### src/hw/rtl/sha256_pkg.sv
`default_nettype none
// ----------------------------------------------------------------------------
// sha256_pkg
// Shared types, constants and round functions of the SHA-256 hash engine.
// ----------------------------------------------------------------------------
package sha256_pkg;

  typedef logic [31:0]      word_t;
  typedef logic [7:0][31:0] chain_t;

  // top level sequencer
  typedef enum logic [1:0] {
    ST_IDLE,
    ST_ROUND,
    ST_PAD,
    ST_FINISH
  } state_e;

  // padding progress of the open message
  typedef enum logic [1:0] {
    PAD_NONE,
    PAD_MARK,
    PAD_FILL,
    PAD_LEN_LO
  } pad_e;

  // configuration register indexes
  localparam logic [2:0] CFG_ATTACK_ENABLE   = 3'd0;
  localparam logic [2:0] CFG_LENGTH_OVERRIDE = 3'd1;
  localparam logic [2:0] CFG_START_WORDS_01  = 3'd2;
  localparam logic [2:0] CFG_START_WORDS_23  = 3'd3;
  localparam logic [2:0] CFG_START_WORDS_45  = 3'd4;
  localparam logic [2:0] CFG_START_WORDS_67  = 3'd5;

  localparam logic [2:0] FULL_WORD_BYTES = 3'd4;
  localparam word_t      PAD_MARK_WORD   = 32'h8000_0000;

  // standard initial hash value, word zero in the lowest slot
  localparam chain_t SHA_IV = {
    32'h5be0cd19, 32'h1f83d9ab, 32'h9b05688c, 32'h510e527f,
    32'ha54ff53a, 32'h3c6ef372, 32'hbb67ae85, 32'h6a09e667
  };

  typedef struct packed {
    logic load;   // load chaining value
    logic start;  // start compression of the window
  } core_cmd_t;

  typedef struct packed {
    logic busy;
    logic done;
  } core_stat_t;

  typedef struct packed {
    logic push;   // shift in a message word
    logic step;   // shift in the next schedule word
  } sched_ctl_t;

  function automatic word_t rotr(word_t x, int unsigned n);
    rotr = (x >> n) | (x << (32 - n));
  endfunction

  function automatic word_t big_sigma0(word_t x);
    big_sigma0 = rotr(x, 2) ^ rotr(x, 13) ^ rotr(x, 22);
  endfunction

  function automatic word_t big_sigma1(word_t x);
    big_sigma1 = rotr(x, 6) ^ rotr(x, 11) ^ rotr(x, 25);
  endfunction

  function automatic word_t small_sigma0(word_t x);
    small_sigma0 = rotr(x, 7) ^ rotr(x, 18) ^ (x >> 3);
  endfunction

  function automatic word_t small_sigma1(word_t x);
    small_sigma1 = rotr(x, 17) ^ rotr(x, 19) ^ (x >> 10);
  endfunction

  function automatic word_t ch(word_t e, word_t f, word_t g);
    ch = (e & f) ^ (~e & g);
  endfunction

  function automatic word_t maj(word_t a, word_t b, word_t c);
    maj = (a & b) ^ (a & c) ^ (b & c);
  endfunction

  // short last word: keep leading bytes, append the marker byte
  function automatic word_t tail_word(word_t w, logic [2:0] nb);
    case (nb)
      3'd0:    tail_word = PAD_MARK_WORD;
      3'd1:    tail_word = {w[31:24], 24'h80_0000};
      3'd2:    tail_word = {w[31:16], 16'h8000};
      3'd3:    tail_word = {w[31:8], 8'h80};
      default: tail_word = w;
    endcase
  endfunction

  function automatic word_t round_k(logic [5:0] t);
    case (t)
      6'd0:  round_k = 32'h428a2f98;  6'd1:  round_k = 32'h71374491;
      6'd2:  round_k = 32'hb5c0fbcf;  6'd3:  round_k = 32'he9b5dba5;
      6'd4:  round_k = 32'h3956c25b;  6'd5:  round_k = 32'h59f111f1;
      6'd6:  round_k = 32'h923f82a4;  6'd7:  round_k = 32'hab1c5ed5;
      6'd8:  round_k = 32'hd807aa98;  6'd9:  round_k = 32'h12835b01;
      6'd10: round_k = 32'h243185be;  6'd11: round_k = 32'h550c7dc3;
      6'd12: round_k = 32'h72be5d74;  6'd13: round_k = 32'h80deb1fe;
      6'd14: round_k = 32'h9bdc06a7;  6'd15: round_k = 32'hc19bf174;
      6'd16: round_k = 32'he49b69c1;  6'd17: round_k = 32'hefbe4786;
      6'd18: round_k = 32'h0fc19dc6;  6'd19: round_k = 32'h240ca1cc;
      6'd20: round_k = 32'h2de92c6f;  6'd21: round_k = 32'h4a7484aa;
      6'd22: round_k = 32'h5cb0a9dc;  6'd23: round_k = 32'h76f988da;
      6'd24: round_k = 32'h983e5152;  6'd25: round_k = 32'ha831c66d;
      6'd26: round_k = 32'hb00327c8;  6'd27: round_k = 32'hbf597fc7;
      6'd28: round_k = 32'hc6e00bf3;  6'd29: round_k = 32'hd5a79147;
      6'd30: round_k = 32'h06ca6351;  6'd31: round_k = 32'h14292967;
      6'd32: round_k = 32'h27b70a85;  6'd33: round_k = 32'h2e1b2138;
      6'd34: round_k = 32'h4d2c6dfc;  6'd35: round_k = 32'h53380d13;
      6'd36: round_k = 32'h650a7354;  6'd37: round_k = 32'h766a0abb;
      6'd38: round_k = 32'h81c2c92e;  6'd39: round_k = 32'h92722c85;
      6'd40: round_k = 32'ha2bfe8a1;  6'd41: round_k = 32'ha81a664b;
      6'd42: round_k = 32'hc24b8b70;  6'd43: round_k = 32'hc76c51a3;
      6'd44: round_k = 32'hd192e819;  6'd45: round_k = 32'hd6990624;
      6'd46: round_k = 32'hf40e3585;  6'd47: round_k = 32'h106aa070;
      6'd48: round_k = 32'h19a4c116;  6'd49: round_k = 32'h1e376c08;
      6'd50: round_k = 32'h2748774c;  6'd51: round_k = 32'h34b0bcb5;
      6'd52: round_k = 32'h391c0cb3;  6'd53: round_k = 32'h4ed8aa4a;
      6'd54: round_k = 32'h5b9cca4f;  6'd55: round_k = 32'h682e6ff3;
      6'd56: round_k = 32'h748f82ee;  6'd57: round_k = 32'h78a5636f;
      6'd58: round_k = 32'h84c87814;  6'd59: round_k = 32'h8cc70208;
      6'd60: round_k = 32'h90befffa;  6'd61: round_k = 32'ha4506ceb;
      6'd62: round_k = 32'hbef9a3f7;  6'd63: round_k = 32'hc67178f2;
      default: round_k = 32'h0;
    endcase
  endfunction

endpackage
`default_nettype wire

### src/hw/rtl/sha256_sched.sv
`default_nettype none
// ----------------------------------------------------------------------------
// sha256_sched
// Sixteen-word message schedule window as a shift line; tap zero is W[t].
// ----------------------------------------------------------------------------
module sha256_sched (
  input  wire logic                  clk_i,
  input  wire sha256_pkg::sched_ctl_t ctl_i,
  input  wire sha256_pkg::word_t     push_word_i,
  output sha256_pkg::word_t          w_o
);

  sha256_pkg::word_t win_q [16];
  sha256_pkg::word_t next_w;

  // W[t+16] from the current window
  assign next_w = sha256_pkg::small_sigma1(win_q[14]) + win_q[9]
                + sha256_pkg::small_sigma0(win_q[1]) + win_q[0];

  assign w_o = win_q[0];

  always_ff @(posedge clk_i) begin
    if (ctl_i.push || ctl_i.step) begin
      for (int i = 0; i < 15; i++) begin
        win_q[i] <= win_q[i+1];
      end
      win_q[15] <= ctl_i.push ? push_word_i : next_w;
    end
  end

endmodule
`default_nettype wire

### src/hw/rtl/sha256_core.sv
`default_nettype none
// ----------------------------------------------------------------------------
// sha256_core
// Chaining value and one shared round unit run for 64 rounds per block.
// ----------------------------------------------------------------------------
module sha256_core (
  input  wire logic                   clk_i,
  input  wire logic                   rst_ni,
  input  wire sha256_pkg::core_cmd_t  cmd_i,
  input  wire sha256_pkg::chain_t     load_value_i,
  input  wire sha256_pkg::word_t      w_i,
  output logic                        step_o,
  output sha256_pkg::core_stat_t      stat_o,
  output sha256_pkg::chain_t          chain_o
);

  sha256_pkg::chain_t chain_q, chain_d;
  sha256_pkg::chain_t work_q, work_d;
  logic [5:0]         round_q, round_d;
  logic               run_q, run_d;
  logic               add_q, add_d;
  sha256_pkg::word_t  t1, t2;

  assign t1 = work_q[7] + sha256_pkg::big_sigma1(work_q[4])
            + sha256_pkg::ch(work_q[4], work_q[5], work_q[6])
            + sha256_pkg::round_k(round_q) + w_i;
  assign t2 = sha256_pkg::big_sigma0(work_q[0])
            + sha256_pkg::maj(work_q[0], work_q[1], work_q[2]);

  always_comb begin
    chain_d = chain_q;
    work_d  = work_q;
    round_d = round_q;
    run_d   = run_q;
    add_d   = 1'b0;
    if (cmd_i.load) begin
      chain_d = load_value_i;
    end
    if (cmd_i.start) begin
      work_d  = chain_q;
      round_d = '0;
      run_d   = 1'b1;
    end else if (run_q) begin
      work_d[7] = work_q[6];
      work_d[6] = work_q[5];
      work_d[5] = work_q[4];
      work_d[4] = work_q[3] + t1;
      work_d[3] = work_q[2];
      work_d[2] = work_q[1];
      work_d[1] = work_q[0];
      work_d[0] = t1 + t2;
      round_d   = round_q + 6'd1;
      if (round_q == 6'd63) begin
        run_d = 1'b0;
        add_d = 1'b1;
      end
    end
    // feed-forward into the chaining value
    if (add_q) begin
      for (int i = 0; i < 8; i++) begin
        chain_d[i] = chain_q[i] + work_q[i];
      end
    end
  end

  always_ff @(posedge clk_i or negedge rst_ni) begin
    if (!rst_ni) begin
      chain_q <= sha256_pkg::SHA_IV;
      round_q <= '0;
      run_q   <= 1'b0;
      add_q   <= 1'b0;
    end else begin
      chain_q <= chain_d;
      round_q <= round_d;
      run_q   <= run_d;
      add_q   <= add_d;
    end
  end

  always_ff @(posedge clk_i) begin
    work_q <= work_d;
  end

  assign step_o      = run_q;
  assign stat_o.busy = run_q || add_q;
  assign stat_o.done = add_q;
  assign chain_o     = chain_q;

endmodule
`default_nettype wire

### src/hw/rtl/sha256_hash_engine.sv
`default_nettype none
// ----------------------------------------------------------------------------
// sha256_hash_engine
// SHA-256 over a stream of big-endian words with hardware padding and an
// optional configured start value and length field.
// ----------------------------------------------------------------------------
//  channel   direction  beat contents
//  s_axis    in         tdata msg_word, tuser word_bytes, tlast last_word
//  m_axis    out        tdata digest_01 .. digest_67, one beat per message
//  cfg       in         write enable, register index, 64-bit data
//
//  A non-last word is taken in the idle state; each 16th word adds a
//  compression (64 rounds in the shared round unit, then feed-forward).
//  The last word pushes up to 18 padding words, one per cycle outside a
//  compression, with one or two compressions, then loads the digest register.
//  Reset clears the sequencer and loads the standard initial value; no
//  clearing pass. A held digest does not stop the next message until its end.
// ----------------------------------------------------------------------------
module sha256_hash_engine (
  input  wire logic          clk_i,
  input  wire logic          rst_ni,
  input  wire logic          s_axis_tvalid,
  output logic               s_axis_tready,
  input  wire logic [31:0]   s_axis_tdata,   // msg_word
  input  wire logic [2:0]    s_axis_tuser,   // word_bytes
  input  wire logic          s_axis_tlast,
  output logic               m_axis_tvalid,
  input  wire logic          m_axis_tready,
  output logic [255:0]       m_axis_tdata,   // digest_01, 23, 45, 67
  input  wire logic          cfg_we_i,
  input  wire logic [2:0]    cfg_idx_i,
  input  wire logic [63:0]   cfg_data_i
);

  sha256_pkg::state_e state_q, state_d;
  sha256_pkg::pad_e   pad_q, pad_d;
  logic               open_q, open_d;
  logic [3:0]         slot_q, slot_d;
  logic [63:0]        bcnt_q, bcnt_d;
  logic [63:0]        len_q, len_d;
  logic               out_valid_q, out_valid_d;
  logic [255:0]       out_data_q;
  logic               out_load;

  logic               attack_q;
  logic [63:0]        length_ovr_q;
  logic [3:0][63:0]   start_q;

  sha256_pkg::core_cmd_t  core_cmd;
  sha256_pkg::core_stat_t core_stat;
  sha256_pkg::sched_ctl_t sched_ctl;
  sha256_pkg::chain_t     start_value;
  sha256_pkg::chain_t     chain;
  sha256_pkg::word_t      push_word;
  sha256_pkg::word_t      sched_w;
  logic                   core_step;
  logic                   accept;
  logic [2:0]             nb;
  logic [63:0]            bcnt_base;

  assign s_axis_tready = (state_q == sha256_pkg::ST_IDLE);
  assign accept        = s_axis_tvalid && s_axis_tready;
  assign nb = (s_axis_tuser > sha256_pkg::FULL_WORD_BYTES) ?
              sha256_pkg::FULL_WORD_BYTES : s_axis_tuser;

  always_comb begin
    for (int i = 0; i < 4; i++) begin
      start_value[2*i]   = start_q[i][63:32];
      start_value[2*i+1] = start_q[i][31:0];
    end
  end

  // sequencer
  always_comb begin
    state_d        = state_q;
    pad_d          = pad_q;
    open_d         = open_q;
    slot_d         = slot_q;
    bcnt_d         = bcnt_q;
    len_d          = len_q;
    out_load       = 1'b0;
    core_cmd.load  = 1'b0;
    core_cmd.start = 1'b0;
    sched_ctl.push = 1'b0;
    sched_ctl.step = core_step;
    push_word      = s_axis_tdata;
    bcnt_base      = open_q ? bcnt_q : 64'd0;

    case (state_q)
      sha256_pkg::ST_IDLE: begin
        if (accept) begin
          core_cmd.load  = !open_q;
          sched_ctl.push = 1'b1;
          slot_d         = slot_q + 4'd1;
          if (!s_axis_tlast) begin
            open_d = 1'b1;
            bcnt_d = bcnt_base + 64'd32;
          end else begin
            open_d = 1'b0;
            bcnt_d = bcnt_base + {58'd0, nb, 3'b000};
            len_d  = attack_q ? length_ovr_q : bcnt_d;
            if (nb == sha256_pkg::FULL_WORD_BYTES) begin
              pad_d = sha256_pkg::PAD_MARK;
            end else begin
              push_word = sha256_pkg::tail_word(s_axis_tdata, nb);
              pad_d     = sha256_pkg::PAD_FILL;
            end
            state_d = sha256_pkg::ST_PAD;
          end
          if (slot_q == 4'd15) begin
            core_cmd.start = 1'b1;
            state_d        = sha256_pkg::ST_ROUND;
          end
        end
      end

      sha256_pkg::ST_ROUND: begin
        if (core_stat.done) begin
          case (pad_q)
            sha256_pkg::PAD_NONE:   state_d = sha256_pkg::ST_IDLE;
            sha256_pkg::PAD_LEN_LO: state_d = sha256_pkg::ST_FINISH;
            default:                state_d = sha256_pkg::ST_PAD;
          endcase
        end
      end

      sha256_pkg::ST_PAD: begin
        sched_ctl.push = 1'b1;
        slot_d         = slot_q + 4'd1;
        case (pad_q)
          sha256_pkg::PAD_MARK: begin
            push_word = sha256_pkg::PAD_MARK_WORD;
            pad_d     = sha256_pkg::PAD_FILL;
          end
          sha256_pkg::PAD_FILL: begin
            if (slot_q == 4'd14) begin
              push_word = len_q[63:32];
              pad_d     = sha256_pkg::PAD_LEN_LO;
            end else begin
              push_word = '0;
            end
          end
          default: begin
            push_word = len_q[31:0];
          end
        endcase
        if (slot_q == 4'd15) begin
          core_cmd.start = 1'b1;
          state_d        = sha256_pkg::ST_ROUND;
        end
      end

      sha256_pkg::ST_FINISH: begin
        if (!out_valid_q || m_axis_tready) begin
          out_load = 1'b1;
          pad_d    = sha256_pkg::PAD_NONE;
          state_d  = sha256_pkg::ST_IDLE;
        end
      end

      default: begin
        state_d = sha256_pkg::ST_IDLE;
      end
    endcase
  end

  always_comb begin
    out_valid_d = out_valid_q;
    if (m_axis_tvalid && m_axis_tready) begin
      out_valid_d = 1'b0;
    end
    if (out_load) begin
      out_valid_d = 1'b1;
    end
  end

  always_ff @(posedge clk_i or negedge rst_ni) begin
    if (!rst_ni) begin
      state_q <= sha256_pkg::ST_IDLE;
    end else begin
      state_q <= state_d;
    end
  end

  always_ff @(posedge clk_i or negedge rst_ni) begin
    if (!rst_ni) begin
      pad_q       <= sha256_pkg::PAD_NONE;
      open_q      <= 1'b0;
      slot_q      <= '0;
      bcnt_q      <= '0;
      out_valid_q <= 1'b0;
    end else begin
      pad_q       <= pad_d;
      open_q      <= open_d;
      slot_q      <= slot_d;
      bcnt_q      <= bcnt_d;
      out_valid_q <= out_valid_d;
    end
  end

  always_ff @(posedge clk_i) begin
    len_q <= len_d;
    if (out_load) begin
      for (int i = 0; i < 4; i++) begin
        out_data_q[64*i +: 64] <= {chain[2*i], chain[2*i+1]};
      end
    end
  end

  // configuration registers
  always_ff @(posedge clk_i or negedge rst_ni) begin
    if (!rst_ni) begin
      attack_q     <= 1'b0;
      length_ovr_q <= '0;
      start_q      <= '0;
    end else if (cfg_we_i) begin
      case (cfg_idx_i)
        sha256_pkg::CFG_ATTACK_ENABLE:   attack_q     <= cfg_data_i[0];
        sha256_pkg::CFG_LENGTH_OVERRIDE: length_ovr_q <= cfg_data_i;
        sha256_pkg::CFG_START_WORDS_01:  start_q[0]   <= cfg_data_i;
        sha256_pkg::CFG_START_WORDS_23:  start_q[1]   <= cfg_data_i;
        sha256_pkg::CFG_START_WORDS_45:  start_q[2]   <= cfg_data_i;
        sha256_pkg::CFG_START_WORDS_67:  start_q[3]   <= cfg_data_i;
        default: ;
      endcase
    end
  end

  sha256_sched u_sched (
    .clk_i       (clk_i),
    .ctl_i       (sched_ctl),
    .push_word_i (push_word),
    .w_o         (sched_w)
  );

  sha256_core u_core (
    .clk_i        (clk_i),
    .rst_ni       (rst_ni),
    .cmd_i        (core_cmd),
    .load_value_i (attack_q ? start_value : sha256_pkg::SHA_IV),
    .w_i          (sched_w),
    .step_o       (core_step),
    .stat_o       (core_stat),
    .chain_o      (chain)
  );

  assign m_axis_tvalid = out_valid_q;
  assign m_axis_tdata  = out_data_q;

  // no input while the round unit is busy
  assert property (@(posedge clk_i) disable iff (!rst_ni)
    s_axis_tready |-> !core_stat.busy)
    else $error("input ready during compression");

  // compression only ends while the sequencer waits for it
  assert property (@(posedge clk_i) disable iff (!rst_ni)
    core_stat.done |-> state_q == sha256_pkg::ST_ROUND)
    else $error("compression done outside round state");

  // a new message always starts on a block boundary
  assert property (@(posedge clk_i) disable iff (!rst_ni)
    (state_q == sha256_pkg::ST_IDLE && !open_q) |-> slot_q == 4'd0)
    else $error("word slot not at block start between messages");

  // padding is never left pending while waiting for input
  assert property (@(posedge clk_i) disable iff (!rst_ni)
    s_axis_tready |-> pad_q == sha256_pkg::PAD_NONE)
    else $error("padding pending while accepting input");

  // after the digest register loads, the digest is presented and the sequencer idles
  assert property (@(posedge clk_i) disable iff (!rst_ni)
    out_load |=> m_axis_tvalid && state_q == sha256_pkg::ST_IDLE)
    else $error("digest not presented after finish");

endmodule
`default_nettype wire
### config.mk
export PLATFORM = sky130hd
export DESIGN_NAME = sha256_hash_engine
export DESIGN_NICKNAME = d
export VERILOG_FILES = /design/src/hw/rtl/sha256_pkg.sv /design/src/hw/rtl/sha256_sched.sv /design/src/hw/rtl/sha256_core.sv /design/src/hw/rtl/sha256_hash_engine.sv
export SDC_FILE = /design/constraint.sdc
export NUM_CORES = 2
export LEC_CHECK = 0
export BUFFER_PORTS_ARGS = -buffer_cell sky130_fd_sc_hd__buf_2
export CORE_MARGIN = 3
export CORE_UTILIZATION = 38
export DETAILED_ROUTE_END_ITERATION = 8
export MAX_ROUTING_LAYER = met4
export PLACE_DENSITY = 0.57
export SKIP_CTS_REPAIR_TIMING = 1
export SYNTH_ARGS = -nofsm -noshare
export SYNTH_HDL_FRONTEND = slang
export SYNTH_HIERARCHICAL = 1
export SYNTH_SLANG_ARGS = --single-unit
### constraint.sdc
create_clock -name clk_i -period 24.5 [get_ports clk_i]
set_clock_uncertainty 0.15 [all_clocks]
set_input_delay 1.225 -clock clk_i [delete_from_list [all_inputs] [get_ports clk_i]]
set_output_delay 1.225 -clock clk_i [all_outputs]
set_load 0.03 [all_outputs]
After elaboration in Yosys (flattened, before gate mapping)
Memories as Yosys holds them, arrays and structs flattened. Cells that the tools add are included. Widths: inputs -> output; s select.

Register bits after elaboration: 1235. Memory bits (writable): 512. Memory bits (read-only): 2048. Input bits: 108. Logic and storage cells: 191. Memories kept: 2.

Add/subtract/negate cells: 22. Order comparisons: 1. Eq/ne operators: 26. Multiplexer cells: 54. Bitwise logic cells: 27. Reduce and logical (&&, ||, !) cells: 26.

Memory list: (name not given) (words 64, bits a word 32, read ports 1, clocked after memory_dff 0, wr ports 0, RTL line sha256_pkg.sv:99) `case (t)`; u_sched.win_q (words 16, bits a word 32, read ports 16, clocked after memory_dff 0, wr ports 16, RTL line sha256_sched.sv:13) `sha256_pkg::word_t win_q [16];`.

Operators with widths (number): $mux 256 (5); $add 32x32->32 (18); $xor 32x32->32 (9); $mux 64 (3); $and 32x32->32 (5); $mux 32 (5); $pmux 32 s2 (2); $pmux 32 s4 (1); $add 64x6->64 (1); $add 64x6->64 const B (1); $not 32->32 (1); $or 10x32->32 (1); $or 13x32->32 (1); $or 14x32->32 (1); $or 15x32->32 (1); $or 19x32->32 (1); $or 21x32->32 (1); $or 25x32->32 (1); $or 26x32->32 (1); $or 30x32->32 (1); $or 7x32->32 (1); $xor 32x22->32 (1); $xor 32x29->32 (1); $mux 2 (11); other kinds (34) (82).

Longest topological paths before layout
Word-level depth: 10. Mapped depth: 35.

Hierarchy
Netlist, hierarchy kept.

Modules (own cells, without submodules): sha256_core (times used 1, cells each 4898, area each 46519.6 µm², sequential area each 14463.9 µm²); sha256_hash_engine (times used 1, cells each 2521, area each 31649.1 µm², sequential area each 19493.7 µm²); sha256_sched (times used 1, cells each 1170, area each 20414.6 µm², sequential area each 15374.7 µm²).

Worst setup path before layout
OpenSTA, ideal clock, no wires.

Path type: input to register. Start: in m_axis_tready. End: reg out_data_q[0], in the netlist m_axis_tdata[0] (enable). Setup time: 0.905 ns. Arrival: 12.565 ns. Required time: 23.445 ns. Slack: 10.880 ns. Stages on the path: 2. Path buffers: 0. Path through: nand2b_1 -> nor2b_1.

Word-level cells in the longest chain between the ends: 3.

RTL lines: start: declaration (RTL line sha256_hash_engine.sv:28) `input wire logic m_axis_tready,`; $logic_or 1x1->1 (RTL line sha256_hash_engine.sv:154) `if (!out_valid_q || m_axis_tready) begin`; $mux 1 (RTL line sha256_hash_engine.sv:154); $mux 1 (RTL line sha256_hash_engine.sv:89) `case (state_q)`; net out_load (RTL line sha256_hash_engine.sv:43) `logic out_load;`; end signal: indexed assignment (RTL line sha256_hash_engine.sv:205) `out_data_q[64*i +: 64] <= {chain[2*i], chain[2*i+1]};`; end: declaration (RTL line sha256_hash_engine.sv:42) `logic [255:0] out_data_q;`.

The timed path passes the listed nets, and every way through them passes these cells. A chain may end at the register's enable or synchronous reset.

==> metrics.md <==
| Metric | Value |
|---|---|
| Total of max-cap violations | 0 |
| WP data arrival | 9.95 ns |
| H-Tree Level Count | 4 |
| Die area | 265600 sq um |
| Final hold vios | 0 |
| Worst Setup End Kind | register |
| Worst Path Required | 24.93 ns |
| Slowest cell on the critical path | a221oi_1 |
| Post-Syn Area | 98580 sq um |
| Tightest Pin Transition | 1.278 ns |
| Most common cell after layout, fill and taps aside | edfxtp_1 |
| Via count | 72240 |
| Initial antenna violation count | 71 |
| Most frequent cells in the layout | 1088 x edfxtp_1, 679 x nand2_1, 569 x mux2_2 |
| R2r startpoint | u_core/round_q[0] |
| Starting Density | 38.30% |
| Largest stage delay, worst path | 0.63 ns |
| Antenna viol nets, final | 0 |
| Fin crit share | 38.84% |
| Syn avg cell area | 11.48 sq um |
| Setup violations, final | 0 |
| GRT overflow | 0 |
| Startpoint Class | register |
| CTS buffer count | 197 |
| Worst R2R End | u_core/work_q[29] |
| Fin nets | 9507 |
| Post-place setup slack | 15.13 ns |
| Status | finished, final reports clean |
| Unrepaired setup endpoints after global routing | no |
| Port bufs | 365 |
| CP most frequent cell | o21ai_0 |
| Syn_nets | 9300 |
| DRT Pass-1 Iters | 6 |
| Area Overhead vs Synth | 12.40% |
| R2R setup slack | 14.98 ns |
| Slew Viols, Final | 0 |
| Die Height | 515.3 microns |
| Wire per inst | 32.37 microns |
| Worst skew pair latency | 0.91 ns |
| Synth warn | 6 |
| HP Class | primary input to async pin |
| Dpl hpwl | 298700 microns |
| # fillers | 24180 |
| CTS tree | yes |
| Hold WS | 0.1324 ns |
| Core Footprint | 257400 sq um |
| Vias in the first global route | 69810 |
| IO Pins | 366 |
| Core Rows | 186 |
| Vias per cell | 5.812 |
| Register-to-Register Path Depth | 33 |
| Drt total wl | 402300 microns |
| 1st-iter DRT viols | 7800 |
| Clock-pin slew on the worst setup and hold paths | 0.07 ns |
| CTS root buffer | clkbuf_16 |
| Final worst slack | 14.98 ns |
| Cells after Synth | 8588 |
| Post-route setup TNS | 0 ns |
| Layout cells sized above 1 | 17.98% |
| Clock Path Buffers | 3 |
| Slew margin rel. | 13.73% |
| Highest Clock Rate | 0.1051 GHz |
| Die width | 515.3 microns |
| Detailed-route DRC error count | 0 |
| Crit path kind | register to register |
| Crit path max fanout | 29 |
| Largest net degree at the start of global routing | 173 |
| Fin crit period | 9.516 ns |
| Gpl congestion | 0.9948 |
| Total track usage | 30.56% |
| Global-route wire length before repair | 555800 microns |
| CTS sink count | 1747 |
-- worst max-delay path, delay by kind of cell (launching register included) --
| family | cells | cell delay (ns) |
|---|---|---|
| XOR/XNOR | 2 | 0.62 |
| buffers and inverters | 4 | 0.99 |
| flip-flops | 1 | 0.34 |
| AO/OA/AOI/OAI | 14 | 3.35 |
| adder cells (fa/ha/maj) | 6 | 2.52 |
| AND/OR/NAND/NOR | 7 | 1.26 |
-- per-stage QoR --
step,cells,cell area (sq um),utilization [%]
after CTS,12360,110600,42.98
final,12430,110800,43.05
after global placement,11980,103700,40.27
after floorplan,8588,98580,-
after detailed placement,11980,103700,40.27
after global routing,12400,110700,43.02
-- layout make-up --
| class | count | area [sq um] | share of cell area, % |
|---|---|---|---|
| inverter | 407 | 1536 | 1.387 |
| antenna | 74 | 185.2 | 0.1671 |
| clock buffer | 249 | 5366 | 4.843 |
| multi-input combinational | 5967 | 45810 | 41.34 |
| sequential | 1747 | 49350 | 44.54 |
| clock inverter | 126 | 1600 | 1.444 |
| tap | 3384 | 4234 | 3.821 |
| timing repair buffer | 475 | 2725 | 2.459 |
-- flip-flops by register name, indices dropped and copies added, names as in the netlist, 2 cells and up --
signal / count
length_ovr_q: 64
bcnt_q: 64
m_axis_tdata: 256
u_core/chain_o: 256
pad_q: 2
u_sched/win_q: 512
state_q: 2
u_core/work_q: 256
u_core/round_q: 6
start_q: 256
slot_q: 4
len_q: 64
-- layer usage --
metal  vias up  track usage, %  wire (microns)  share of wire [%]
met5         -               -               0                  0
met4         0           14.37           18730                4.7
met3       554           4.866           26900                6.7
met2      3015           45.29          181400                 45
met1     37050           41.04          175300                 44
li1      31630               -               -                  -
-- worst max-delay path by stage --
stage                                 start                end  slack [ns]  cells past startpoint
after floorplan               m_axis_tready    m_axis_tdata[0]       10.88                      2
after global placement    u_core/round_q[0]  u_core/work_q[31]       15.10                     33
after detailed placement  u_core/round_q[0]  u_core/work_q[31]       15.13                     32
after CTS                 u_core/round_q[0]  u_core/work_q[29]       15.09                     33
after global routing      u_core/round_q[0]  u_core/work_q[31]       14.48                     33
final                     u_core/round_q[0]  u_core/work_q[29]       14.98                     33
Power is left out: the tool's default activity adds up to more than one toggle a clock period on the data nets, which glitch-free logic cannot reach.
